===== src/rtl/u8sb_pkg.sv =====
`timescale 1ns / 1ps
package u8sb_pkg;

  localparam int unsigned MAX_ITEMS = 12;
  localparam int unsigned BUDGET_W  = 23;

  localparam logic [BUDGET_W-1:0] BUDGET_RESET = 23'h400000;

  // replacement character, index 0 goes out first
  localparam logic [2:0][7:0] REPL = {8'hBD, 8'hBF, 8'hEF};

  localparam logic [7:0] LEAD2_LO = 8'hC2;
  localparam logic [7:0] LEAD2_HI = 8'hDF;
  localparam logic [7:0] LEAD3_LO = 8'hE0;
  localparam logic [7:0] LEAD3_HI = 8'hEF;
  localparam logic [7:0] LEAD4_LO = 8'hF0;
  localparam logic [7:0] LEAD4_HI = 8'hF4;
  localparam logic [7:0] LEAD_SURR = 8'hED;
  localparam logic [7:0] CONT_LO  = 8'h80;
  localparam logic [7:0] CONT_HI  = 8'hBF;
  localparam logic [7:0] E0_MIN   = 8'hA0;
  localparam logic [7:0] ED_MAX   = 8'h9F;
  localparam logic [7:0] F0_MIN   = 8'h90;
  localparam logic [7:0] F4_MAX   = 8'h8F;

  // one decoded step, handed from decoder to output shifter
  typedef struct packed {
    logic [MAX_ITEMS-1:0][7:0] bytes;
    logic [3:0]                n_items;
    logic                      data;
    logic                      last;
    logic                      trunc;
  } plan_t;

  // length of the sequence opened by a lead byte, 0 if it opens none
  function automatic logic [2:0] seq_len(input logic [7:0] b);
    logic [2:0] len;
    len = 3'd0;
    if (b >= LEAD2_LO && b <= LEAD2_HI) len = 3'd2;
    else if (b >= LEAD3_LO && b <= LEAD3_HI) len = 3'd3;
    else if (b >= LEAD4_LO && b <= LEAD4_HI) len = 3'd4;
    return len;
  endfunction

  // narrowed range of the second byte after selected leads
  function automatic logic second_ok(input logic [7:0] lead, input logic [7:0] b);
    logic ok;
    ok = 1'b1;
    if (lead == LEAD3_LO && b < E0_MIN) ok = 1'b0;
    if (lead == LEAD_SURR && b > ED_MAX) ok = 1'b0;
    if (lead == LEAD4_LO && b < F0_MIN) ok = 1'b0;
    if (lead == LEAD4_HI && b > F4_MAX) ok = 1'b0;
    return ok;
  endfunction

  // how many replacement units fit into a small room
  function automatic logic [2:0] fit3(input logic [3:0] r);
    logic [2:0] n;
    if (r >= 4'd15) n = 3'd5;
    else if (r >= 4'd12) n = 3'd4;
    else if (r >= 4'd9) n = 3'd3;
    else if (r >= 4'd6) n = 3'd2;
    else if (r >= 4'd3) n = 3'd1;
    else n = 3'd0;
    return n;
  endfunction

endpackage


===== src/rtl/u8sb_if.sv =====
`timescale 1ns / 1ps
interface u8sb_in_if;
  logic       valid;
  logic       ready;
  logic [7:0] in_byte;
  logic       in_last;
  modport source (output valid, in_byte, in_last, input ready);
  modport sink (input valid, in_byte, in_last, output ready);
endinterface

interface u8sb_out_if;
  logic       valid;
  logic       ready;
  logic [7:0] out_byte;
  logic       byte_valid;
  logic       run_last;
  logic       stream_done;
  logic       truncated;
  modport source (output valid, out_byte, byte_valid, run_last, stream_done, truncated,
                  input ready);
  modport sink (input valid, out_byte, byte_valid, run_last, stream_done, truncated,
                output ready);
endinterface

interface u8sb_cfg_if;
  logic        valid;
  logic        ready;
  logic [22:0] out_budget;
  modport source (output valid, out_budget, input ready);
  modport sink (input valid, out_budget, output ready);
endinterface


===== src/rtl/u8sb_decode.sv =====
`timescale 1ns / 1ps
module u8sb_decode (
  input  logic                 clk,
  input  logic                 rst,
  input  logic                 advance,
  input  logic [7:0]           in_byte,
  input  logic                 in_last,
  input  logic                 cfg_we,
  input  logic [22:0]          cfg_budget,
  output u8sb_pkg::plan_t      plan
);

  logic [22:0]     budget;
  logic [22:0]     room;
  logic [22:0]     emitted;
  logic [7:0]      lead;
  logic [1:0][7:0] pend;
  logic [1:0]      pcount;
  logic [2:0]      exp_len;
  logic            stopped;

  logic       open_seq;
  logic       is_ascii;
  logic [2:0] new_len;
  logic       cont_ok;
  logic       complete;
  logic       extend;
  logic       restart;
  logic [2:0] r_cnt;
  logic [2:0] dlen;
  logic [3:0][7:0] dbytes;
  logic [3:0] room_small;
  logic [2:0] fit;
  logic [2:0] nr;
  logic       rep_ok;
  logic [4:0] need;
  logic       data_ok;
  logic       stop_now;
  logic [3:0] rep_bytes;
  logic [3:0] nbytes;

  // classify the byte against the open sequence
  always_comb begin
    open_seq = (exp_len != 3'd0);
    is_ascii = (in_byte >= 8'h01) && (in_byte <= 8'h7F);
    new_len  = u8sb_pkg::seq_len(in_byte);
    cont_ok  = (in_byte >= u8sb_pkg::CONT_LO) && (in_byte <= u8sb_pkg::CONT_HI) &&
               ((pcount != 2'd0) || u8sb_pkg::second_ok(lead, in_byte));
    complete = open_seq && cont_ok && (({1'b0, pcount} + 3'd2) >= exp_len);
    extend   = open_seq && cont_ok && !complete;
    restart  = !open_seq || !cont_ok;
  end

  // build the unit list: replacement units first, then at most one data unit
  always_comb begin
    r_cnt  = 3'd0;
    dlen   = 3'd0;
    dbytes = '0;
    if (restart) begin
      if (open_seq) r_cnt = 3'd1 + {1'b0, pcount};
      if (is_ascii) begin
        dlen      = 3'd1;
        dbytes[0] = in_byte;
      end else if (new_len != 3'd0) begin
        r_cnt = r_cnt + {2'b00, in_last};
      end else begin
        r_cnt = r_cnt + 3'd1;
      end
    end else if (complete) begin
      dlen      = {1'b0, pcount} + 3'd2;
      dbytes[0] = lead;
      dbytes[1] = (pcount != 2'd0) ? pend[0] : in_byte;
      dbytes[2] = (pcount == 2'd2) ? pend[1] : in_byte;
      dbytes[3] = in_byte;
    end else if (extend && in_last) begin
      r_cnt = 3'd2 + {1'b0, pcount};
    end
  end

  // budget check against the room left, saturated to four bits
  always_comb begin
    room_small = (|room[22:4]) ? 4'hF : room[3:0];
    fit        = u8sb_pkg::fit3(room_small);
    nr         = (r_cnt < fit) ? r_cnt : fit;
    rep_ok     = (nr == r_cnt);
    need       = {1'b0, r_cnt, 1'b0} + {2'b00, r_cnt} + {2'b00, dlen};
    data_ok    = rep_ok && (dlen != 3'd0) && (need <= {1'b0, room_small});
    stop_now   = !rep_ok || ((dlen != 3'd0) && !data_ok);
    rep_bytes  = {nr, 1'b0} + {1'b0, nr};
    nbytes     = rep_bytes + (data_ok ? {1'b0, dlen} : 4'd0);
  end

  // lay out the words of this step
  always_comb begin
    logic [1:0] ph;
    logic [3:0] j;
    ph   = 2'd0;
    j    = 4'd0;
    plan = '0;
    for (int i = 0; i < u8sb_pkg::MAX_ITEMS; i++) begin
      j = 4'(i) - rep_bytes;
      if (4'(i) < rep_bytes) begin
        plan.bytes[i] = u8sb_pkg::REPL[ph];
      end else if (data_ok && (j < {1'b0, dlen})) begin
        plan.bytes[i] = dbytes[j[1:0]];
      end
      ph = (ph == 2'd2) ? 2'd0 : ph + 2'd1;
    end
    plan.last = in_last;
    if (stopped) begin
      plan.bytes   = '0;
      plan.n_items = in_last ? 4'd1 : 4'd0;
      plan.data    = 1'b0;
      plan.trunc   = 1'b1;
    end else begin
      plan.data    = (nbytes != 4'd0);
      plan.n_items = (nbytes != 4'd0) ? nbytes :
                     ((in_last || stop_now) ? 4'd1 : 4'd0);
      plan.trunc   = stop_now;
    end
  end

  // advance the stream state
  always_ff @(posedge clk) begin
    if (rst) begin
      budget  <= u8sb_pkg::BUDGET_RESET;
      room    <= u8sb_pkg::BUDGET_RESET;
      emitted <= '0;
      lead    <= '0;
      pcount  <= '0;
      exp_len <= '0;
      stopped <= 1'b0;
    end else if (cfg_we) begin
      budget <= cfg_budget;
      room   <= (cfg_budget > emitted) ? cfg_budget - emitted : '0;
    end else if (advance) begin
      if (in_last) begin
        room    <= budget;
        emitted <= '0;
        lead    <= '0;
        pcount  <= '0;
        exp_len <= '0;
        stopped <= 1'b0;
      end else if (!stopped) begin
        stopped <= stop_now;
        emitted <= emitted + {19'd0, nbytes};
        room    <= room - {19'd0, nbytes};
        if (restart) begin
          lead    <= in_byte;
          pcount  <= 2'd0;
          exp_len <= new_len;
        end else if (complete) begin
          pcount  <= 2'd0;
          exp_len <= 3'd0;
        end else begin
          pend[pcount[0]] <= in_byte;
          pcount          <= pcount + 2'd1;
        end
      end
    end
  end

endmodule


===== src/rtl/u8sb_emit.sv =====
`timescale 1ns / 1ps
module u8sb_emit (
  input  logic             clk,
  input  logic             rst,
  input  logic             load,
  input  u8sb_pkg::plan_t  plan,
  output logic             can_load,
  u8sb_out_if.source       res
);

  logic [u8sb_pkg::MAX_ITEMS-1:0][7:0] bytes;
  logic [3:0] count;
  logic       data;
  logic       last;
  logic       trunc;
  logic       take;

  assign take     = res.valid && res.ready;
  assign can_load = (count == 4'd0) || (take && (count == 4'd1));

  // hold the current step and shift one word out per take
  always_ff @(posedge clk) begin
    if (rst) begin
      count <= '0;
    end else if (load) begin
      count <= plan.n_items;
    end else if (take) begin
      count <= count - 4'd1;
    end
  end

  always_ff @(posedge clk) begin
    if (load) begin
      bytes <= plan.bytes;
      data  <= plan.data;
      last  <= plan.last;
      trunc <= plan.trunc;
    end else if (take) begin
      bytes <= {8'h00, bytes[u8sb_pkg::MAX_ITEMS-1:1]};
    end
  end

  assign res.valid       = (count != 4'd0);
  assign res.out_byte    = bytes[0];
  assign res.byte_valid  = data;
  assign res.run_last    = (count == 4'd1);
  assign res.stream_done = last && (count == 4'd1);
  assign res.truncated   = trunc;

endmodule


===== src/rtl/utf8_sanitizer_with_budget.sv =====
`timescale 1ns / 1ps
// UTF-8 sanitizer with an output byte budget. Bytes enter one per word with an
// end-of-stream mark; well-formed UTF-8 other than 00 passes unchanged, anything
// else becomes EF BF BD, and output stops with the truncated flag once a unit
// would exceed out_budget. Valid text flows at one byte per cycle while the
// output is ready. A byte that expands into N output words (up to 12, for a
// four-byte sequence cut by a bad byte) holds the input until the output
// shifter has sent them, one word per take; a dropped byte sends no word.
// out_budget must be written only while the block is idle; it is not enforced.
module utf8_sanitizer_with_budget (
  input  logic        clk,
  input  logic        rst,
  u8sb_in_if.sink     byte_in,
  u8sb_out_if.source  result_out,
  u8sb_cfg_if.sink    cfg
);

  logic            inq_valid;
  logic [7:0]      inq_byte;
  logic            inq_last;
  logic            can_load;
  logic            load;
  u8sb_pkg::plan_t plan;

  assign load          = inq_valid && can_load;
  assign byte_in.ready = !inq_valid || load;
  assign cfg.ready     = 1'b1;

  // hold one accepted word until the decoder takes it
  always_ff @(posedge clk) begin
    if (rst) begin
      inq_valid <= 1'b0;
    end else if (byte_in.valid && byte_in.ready) begin
      inq_valid <= 1'b1;
    end else if (load) begin
      inq_valid <= 1'b0;
    end
  end

  always_ff @(posedge clk) begin
    if (byte_in.valid && byte_in.ready) begin
      inq_byte <= byte_in.in_byte;
      inq_last <= byte_in.in_last;
    end
  end

  u8sb_decode u_decode (
    .clk        (clk),
    .rst        (rst),
    .advance    (load),
    .in_byte    (inq_byte),
    .in_last    (inq_last),
    .cfg_we     (cfg.valid && cfg.ready),
    .cfg_budget (cfg.out_budget),
    .plan       (plan)
  );

  u8sb_emit u_emit (
    .clk      (clk),
    .rst      (rst),
    .load     (load),
    .plan     (plan),
    .can_load (can_load),
    .res      (result_out)
  );

  // a status word stands alone in its run
  a_status_alone: assert property (@(posedge clk) disable iff (rst)
    (result_out.valid && !result_out.byte_valid) |-> result_out.run_last)
    else $error("status word not last of its run");

  // a status word only reports stream end or a budget stop
  a_status_reason: assert property (@(posedge clk) disable iff (rst)
    (result_out.valid && !result_out.byte_valid) |->
      (result_out.stream_done || result_out.truncated))
    else $error("status word without cause");

  // a run has no gaps once it has started
  a_run_contiguous: assert property (@(posedge clk) disable iff (rst)
    (result_out.valid && result_out.ready && !result_out.run_last) |=> result_out.valid)
    else $error("gap inside a run");

  // the input register never takes a new word while one is stranded
  a_no_overwrite: assert property (@(posedge clk) disable iff (rst)
    (inq_valid && !can_load) |-> !byte_in.ready)
    else $error("input word overwritten");

endmodule


===== src/flat_wrapper.sv =====
// flat-port wrapper written by rule: the top's interface ports become plain ports
module utf8_sanitizer_with_budget_flat 
  (clk, rst, byte_in_valid, byte_in_in_byte, byte_in_in_last, byte_in_ready, result_out_valid, result_out_out_byte, result_out_byte_valid, result_out_run_last, result_out_stream_done, result_out_truncated, result_out_ready, cfg_valid, cfg_out_budget, cfg_ready);
  u8sb_in_if byte_in_i ();
  u8sb_out_if result_out_i ();
  u8sb_cfg_if cfg_i ();
  input  logic clk;
  input  logic rst;
  input wire logic [$bits(byte_in_i.valid)-1:0] byte_in_valid;
  input wire logic [$bits(byte_in_i.in_byte)-1:0] byte_in_in_byte;
  input wire logic [$bits(byte_in_i.in_last)-1:0] byte_in_in_last;
  output wire logic [$bits(byte_in_i.ready)-1:0] byte_in_ready;
  output wire logic [$bits(result_out_i.valid)-1:0] result_out_valid;
  output wire logic [$bits(result_out_i.out_byte)-1:0] result_out_out_byte;
  output wire logic [$bits(result_out_i.byte_valid)-1:0] result_out_byte_valid;
  output wire logic [$bits(result_out_i.run_last)-1:0] result_out_run_last;
  output wire logic [$bits(result_out_i.stream_done)-1:0] result_out_stream_done;
  output wire logic [$bits(result_out_i.truncated)-1:0] result_out_truncated;
  input wire logic [$bits(result_out_i.ready)-1:0] result_out_ready;
  input wire logic [$bits(cfg_i.valid)-1:0] cfg_valid;
  input wire logic [$bits(cfg_i.out_budget)-1:0] cfg_out_budget;
  output wire logic [$bits(cfg_i.ready)-1:0] cfg_ready;
  assign byte_in_i.valid = byte_in_valid;
  assign byte_in_i.in_byte = byte_in_in_byte;
  assign byte_in_i.in_last = byte_in_in_last;
  assign byte_in_ready = byte_in_i.ready;
  assign result_out_valid = result_out_i.valid;
  assign result_out_out_byte = result_out_i.out_byte;
  assign result_out_byte_valid = result_out_i.byte_valid;
  assign result_out_run_last = result_out_i.run_last;
  assign result_out_stream_done = result_out_i.stream_done;
  assign result_out_truncated = result_out_i.truncated;
  assign result_out_i.ready = result_out_ready;
  assign cfg_i.valid = cfg_valid;
  assign cfg_i.out_budget = cfg_out_budget;
  assign cfg_ready = cfg_i.ready;
  utf8_sanitizer_with_budget u_core (.clk(clk), .rst(rst), .byte_in(byte_in_i), .result_out(result_out_i), .cfg(cfg_i));
endmodule

===== config.mk =====
export PLATFORM = sky130hd
export DESIGN_NAME = utf8_sanitizer_with_budget_flat
export DESIGN_NICKNAME = d
export VERILOG_FILES = /design/src/rtl/u8sb_pkg.sv /design/src/rtl/u8sb_if.sv /design/src/rtl/u8sb_decode.sv /design/src/rtl/u8sb_emit.sv /design/src/rtl/utf8_sanitizer_with_budget.sv /design/src/flat_wrapper.sv
export SDC_FILE = /design/constraint.sdc
export NUM_CORES = 1
export LEC_CHECK = 0
export ABC_CLOCK_PERIOD_IN_PS = 8600
export BUFFER_PORTS_ARGS = -buffer_cell sky130_fd_sc_hd__clkbuf_2
export CELL_PAD_IN_SITES_DETAIL_PLACEMENT = 0
export CELL_PAD_IN_SITES_GLOBAL_PLACEMENT = 2
export CORE_ASPECT_RATIO = 1.4
export CORE_MARGIN = 8
export CORE_UTILIZATION = 37
export CTS_BUF_LIST = sky130_fd_sc_hd__clkbuf_8 sky130_fd_sc_hd__clkbuf_16
export DETAILED_ROUTE_END_ITERATION = 8
export PLACE_DENSITY = 0.81
export SLEW_MARGIN = 20
export SYNTH_ARGS = -nofsm -noshare
export SYNTH_HDL_FRONTEND = slang
export SYNTH_SLANG_ARGS = --single-unit

===== constraint.sdc =====
create_clock -name clk -period 8.6 [get_ports clk]
set_input_delay 0.43 -clock clk [delete_from_list [all_inputs] [get_ports clk]]
set_output_delay 0.43 -clock clk [all_outputs]
set_load 0.05 [all_outputs]

After elaboration in Yosys (flattened, before gate mapping)
Cells that the tools add are included.
{ "totals": {"ff_bits": 212, "input_bits": 37, "out_inout_bits": 15} }
{ "classes": {"addsub": 25, "magnitude_cmp": 61, "eq_ne": 9, "muxes": 113, "bitwise": 6, "reduce_logical": 66} }
{ "ops": {"columns": ["op", "n"], "rows": [
  ["2-to-1 mux 8 bit", 44],
  ["2-to-1 mux 96 bit", 3],
  ["binary-select mux 8 bit (select 2 bit)", 12],
  ["2-to-1 mux 23 bit", 7],
  ["2-to-1 mux 3 bit", 20],
  ["< comparator 4 x 3 -> 1 bit", 12],
  ["< comparator 2 x 3 -> 1 bit, second input constant", 12],
  ["logical AND 1 bit", 35],
  ["equality test 8 bit, second input constant", 4],
  ["greater-or-equal comparator 8 bit, second input constant", 4],
  ["less-or-equal comparator 8 bit, second input constant", 4],
  ["2-to-1 mux 32 bit", 1],
  ["2-to-1 mux 24 bit", 1],
  ["adder 23 x 4 -> 23 bit", 1],
  ["greater-than comparator 23 bit", 1],
  ["subtractor 23 bit", 1],
  ["subtractor 23 x 4 -> 23 bit", 1],
  ["OR reduction 19 bit", 1],
  ["bitwise mux 16 bit", 1],
  ["greater-than comparator 8 bit, second input constant", 2],
  ["< comparator 3 x 4 -> 1 bit, first input constant", 4],
  ["< comparator 4 bit, first input constant", 4],
  ["< comparator 8 bit, second input constant", 2],
  ["2-to-1 mux 4 bit", 4],
  ["other kinds (45)", 99]
]} }

Longest topological paths before layout
{ "logic_depth": {"word_depth": 29, "depth_mapped": 42} }

Cells and area by module
Synthesis repeated with hierarchy kept, for this count alone.
{ "unflattened": {"hier_cells": 1517, "area_unflattened_um2": 14390.1} }
{ "by_module_without_submodules": {"columns": ["mod", "n_inst", "cells_per_inst", "area_each_um2", "seq_area_each_um2"], "rows": [
  ["u8sb_decode", 1, 1249, 9609.2, 2142.1],
  ["u8sb_emit", 1, 251, 4436.8, 3052.9],
  ["utf8_sanitizer_with_budget", 1, 17, 344.1, 290.3]
]} }

Worst setup path before layout
OpenSTA, ideal clock, no wires.
{ "synth_path": {"path_type": "register to register", "start": "register u_core.inq_byte[6]", "end": "register u_core.u_decode.room[22]", "t_arrival_ns": 8.384, "required_ns": 8.478, "slack_ns": 0.094, "path_stages_with_launch": 35, "n_path_buf": 8, "period_less_slack_ns": 8.506, "cell_sequence": "edfxtp_1 -> clkbuf_1 -> or3_1 -> clkbuf_1 -> nor3_1 -> clkbuf_1 -> clkbuf_1 -> nand2_1 -> fa_1 -> inv_1 -> ha_1 -> fa_1 -> ha_1 -> o21a_1 -> o21a_1 -> o21ai_0 -> o211ai_1 -> nor4b_2 -> nand2_4 -> buf_6 -> buf_6 -> buf_6 -> nor2_1 -> ha_1 -> inv_1 -> fa_1 -> fa_1 -> maj3_1 -> a21oi_1 -> and3_1 -> clkbuf_1 -> and3_1 -> o21ai_0 -> o2bb2ai_1 -> a221o_1"} }
{ "synth_between": {"elab_chain_len": 28, "elab_cells_between_ends": 65, "cone_classes": "5 x add/sub; 16 x order compare; 1 x eq/ne; 21 x mux; 22 x reduce/logical"} }
{ "synth_rtl": {"columns": ["item", "line_no", "source"], "rows": [
  ["start, declared", "utf8_sanitizer_with_budget.sv:19", "logic [7:0] inq_byte;"],
  ["start signal, assigned", "utf8_sanitizer_with_budget.sv:42", "inq_byte <= byte_in.in_byte;"],
  ["parallel branches: the longest is 22 deep, another holds < comparator 8 bit", null, null],
  ["adder 4 x 3 -> 4 bit *", "u8sb_decode.sv:90", "nbytes = rep_bytes + (data_ok ? {1'b0, dlen} : 4'd0);"],
  ["subtractor 23 x 4 -> 23 bit *", "u8sb_decode.sv:147", "room <= room - {19'd0, nbytes};"],
  ["2-to-1 mux 23 bit *", "u8sb_decode.sv:144", "end else if (!stopped) begin"],
  ["2-to-1 mux 23 bit *", "u8sb_decode.sv:137", "if (in_last) begin"],
  ["2-to-1 mux 23 bit *", "u8sb_decode.sv:136", "end else if (advance) begin"],
  ["2-to-1 mux 23 bit *", "u8sb_decode.sv:133", "end else if (cfg_we) begin"],
  ["end signal, assigned", "u8sb_decode.sv:135", "room <= (cfg_budget > emitted) ? cfg_budget - emitted : '0;"],
  ["end signal, assigned", "u8sb_decode.sv:138", "room <= budget;"],
  ["end signal, assigned", "u8sb_decode.sv:147", null],
  ["end, declared", "u8sb_decode.sv:14", "logic [22:0] room;"]
]} }
Mark *: on every way between the ends. The select of a mux whose other input is x is not followed.
A chain may end at the register's enable or synchronous reset.

Final worst setup path
{ "layout_path": {"start": "register u_core.inq_byte[4]", "end": "register u_core.u_decode.room[22]"} }
Same word-level chain as after synthesis.

==> run metrics <==
outcome finished clean; count of cell types in the netlist about 90; Top FF cell, synth edfxtp_1; f_max around 120 MHz; initial antenna violation count 0; initial drt markers 699; fin crit period 8.11 ns; IO Count 52; row cnt between 80 and 90; All-Layer GR Usage 0.191; Critical Path AT around 8.5 ns; Largest stage delay, worst path ~0.63 ns; share of post-route cells with drive strength above 1 0.134; Post-DRT Antenna Nets 0; crit-path max FO 8; DR WL/cell ~22 µm; Worst Hold Class in -> reg; hold path depth 1; Post-Syn Area 13900 µm²; Worst setup EP type flip-flop; routed wire length between 40 and 50 mm; Slowest-stage cell, CP or4_1; r2r startpoint u_core.inq_byte[4]; H-tree depth 1; Die Height between 200 and 250 µm; Die Area roughly 44000 µm²; sequential element share of the synthesized area 0.395; Hold Vio Cnt, Final 0; hold endpoint u_core.inq_byte[3]; Mapped Nets approximately 1600; Rel. slew slack 0.363; Worst VDD drop approximately 0.21 mV; I/O Buffers 50; flop2flop setup slack between 0.4 and 0.5 ns; Slew @ Worst Pin about 0.96 ns; worst hold margin 0.0609 ns; Post-Syn Instances 1465; Num CTS Buffers 24; dpl ws ~0.17 ns; Pre-antenna DRT Iters 5; Final #Nets roughly 1600; pin count of the biggest net entering global routing between 80 and 90; PwrDens 264 nW/µm²; Clock Latency Late Sink between 0.5 and 0.6 ns; skew final 0.0102 ns; post-route clock period utilization 0.943; Mean Syn Cell Area about 9.5 µm²; Reg clk slew, reported paths 0.06 ns; clock sink count between 200 and 250; endpoints failing setup 0; fin worst setup slack just under 0.5 ns; #FFs+latches synth roughly 210; YS warnings 0; P_leak 5.96 nW; Post-synth EDFFs between 100 and 150; post-synthesis async set-or-reset flop share 0; # hold bufs at CTS 0; Slew Viols, Final 0; R2R cell count 32; vias per inst 5.76; CTS tree built; global placer's final weighted congestion between 0.8 and 0.9; total grt overflow 0; Core Area between 30000 and 40000 µm²; DP HPWL 32.5 mm; Buf/Inv on CP 3; n_diodes 0; initial cell density of the core 0.373; Setup crit start kind flip-flop; CP most frequent cell ha_1; reg-to-reg endpoint u_core.u_decode.room[22]; vias post-DR about 11000; clock buffer depth 3; crit path launch u_core.inq_byte[4]; hold_sp byte_in_in_byte[3]; Area Growth Syn to Fin 11.8%; max_cap viols 0; Setup CP Type reg -> reg; Pwr Total approximately 4.1 mW; vias in the first global route roughly 12000; family with the most delay on the worst path adder cells; Die Wd ~180 µm; Worst Path Required between 9 and 10 ns; first-pass GRT wire length approximately 67 mm; DR DRC count 0; CTS root buffer clkbuf_16
## logic make-up (layout without fill, tap and decap cells)
logic type      after synthesis  count (layout)  synth area share
xor+xnor                     63              63            0.0397
simple gates                431             431             0.157
compound gates              407             407             0.212
other cells                   1               1          0.000270
mux                          70              70            0.0531
buf+inv                     191             247            0.0576
flops                       212             212             0.395
fa+ha+maj                    90              90            0.0855
## flip-flops by register name (all words and copies together), names as in the netlist
| signal | cells |
|---|---|
| u_core.u_emit.res.truncated | 1 |
| u_core.u_emit.res.out_byte | 8 |
| u_core.u_emit.bytes | 88 |
| u_core.u_decode.room | 23 |
| u_core.inq_valid | 1 |
| u_core.u_emit.last | 1 |
| u_core.u_emit.count | 4 |
| u_core.u_decode.budget | 23 |
| u_core.u_emit.res.byte_valid | 1 |
| u_core.u_decode.exp_len | 3 |
| u_core.u_decode.emitted | 23 |
| u_core.u_decode.pcount | 2 |
| u_core.inq_last | 1 |
| u_core.u_decode.pend | 16 |
| u_core.u_decode.stopped | 1 |
| u_core.u_decode.lead | 8 |
| u_core.inq_byte | 8 |
## where the power goes
group	internal (mW)	leakage, nW	total, mW	switching [mW]
Sequential	1.47	1.92	1.58	0.108
Combinational	0.549	3.64	1.50	0.948
Clock	0.576	0.408	1.02	0.448
Total	2.60	5.96	4.10	1.50
## layout by cell type (no fill, tap or decap), types with 6 or more instances in the layout
cell | synthesis | routed
a211oi_1 | 22 | 22
a21o_1 | 19 | 19
a21oi_1 | 106 | 105
a221o_1 | 58 | 58
a22o_1 | 7 | 7
a22oi_1 | 11 | 11
a31oi_1 | 11 | 11
a32o_1 | 9 | 9
and2_1 | 12 | 11
and3_1 | 10 | 10
buf_4 | 10 | 50
clkbuf_16 | 0 | 24
clkbuf_2 | 0 | 50
dfxtp_1 | 88 | 88
edfxtp_1 | 124 | 124
fa_1 | 9 | 8
ha_1 | 79 | 79
inv_1 | 96 | 104
mux2_2 | 16 | 15
mux2i_1 | 51 | 51
nand2_1 | 75 | 74
nand2b_1 | 6 | 6
nand3_1 | 24 | 23
nand4_1 | 19 | 19
nor2_1 | 153 | 152
nor2b_1 | 17 | 17
nor3_1 | 52 | 49
nor3b_1 | 6 | 6
nor4_1 | 12 | 12
o211ai_1 | 6 | 6
o21a_1 | 10 | 10
o21ai_0 | 56 | 53
o21ai_1 | 8 | 11
o21bai_1 | 6 | 6
o221a_2 | 6 | 6
o31ai_1 | 8 | 6
o41ai_1 | 11 | 11
or3_1 | 8 | 8
xnor2_1 | 51 | 51
xor2_1 | 12 | 12
## worst max-delay path by stage
stage	endpoint	cells after the start
final	u_core.u_decode.room[22]	32
after global routing	u_core.u_decode.room[19]	35
after CTS	u_core.u_decode.room[19]	35
after detailed placement	u_core.u_decode.room[19]	35
after global placement	u_core.u_decode.emitted[22]	35
after floorplan	u_core.u_decode.room[22]	34
## stage by stage
stage	setup TNS, ns	cell area [µm²]	instances	util
finish	0	15500	1994	0.417
CTS	0	15500	1991	0.415
floorplan	0	13900	1465	-
global placement	0	14700	1947	0.394
global route	-0.0194	15500	1994	0.417
detailed placement	0	14700	1947	0.394
## synthesized netlist by cell type, types with 22 or more instances
master	instances	share of area
nand2_1	75	0.020
a221o_1	58	0.042
a211oi_1	22	0.012
a21oi_1	106	0.038
clkbuf_1	58	0.016
edfxtp_1	124	0.27
inv_1	96	0.026
xnor2_1	51	0.032
nor3_1	52	0.019
nand3_1	24	0.0086
mux2i_1	51	0.037
nor2_1	153	0.041
o21ai_0	56	0.020
dfxtp_1	88	0.13
ha_1	79	0.071
## layer usage
metal / up-vias / global-route usage / share of wire
li1: 5543 / - / -
met1: 5582 / 0.203 / 0.39
met2: 266 / 0.375 / 0.54
met3: 86 / 0.0238 / 0.034
met4: 0 / 0.0794 / 0.040
met5: - / 0 / 0
## timing repair
item | CTS | global route
endpoints found under the setup margin | 0 | 25
buffers inserted | 0 | 2
gates resized for setup | 0 | 12
## area by class of cell
class,count,area (µm²)
Fill cell,3701,21800
Multi-Input combinational cell,1062,7690
Sequential cell,212,5490
Timing Repair Buffer,101,637
Clock buffer,25,614
Tap cell,473,592
Inverter,102,383
Clock inverter,19,145
No activity file was read; power rests on OpenSTA's default activity.
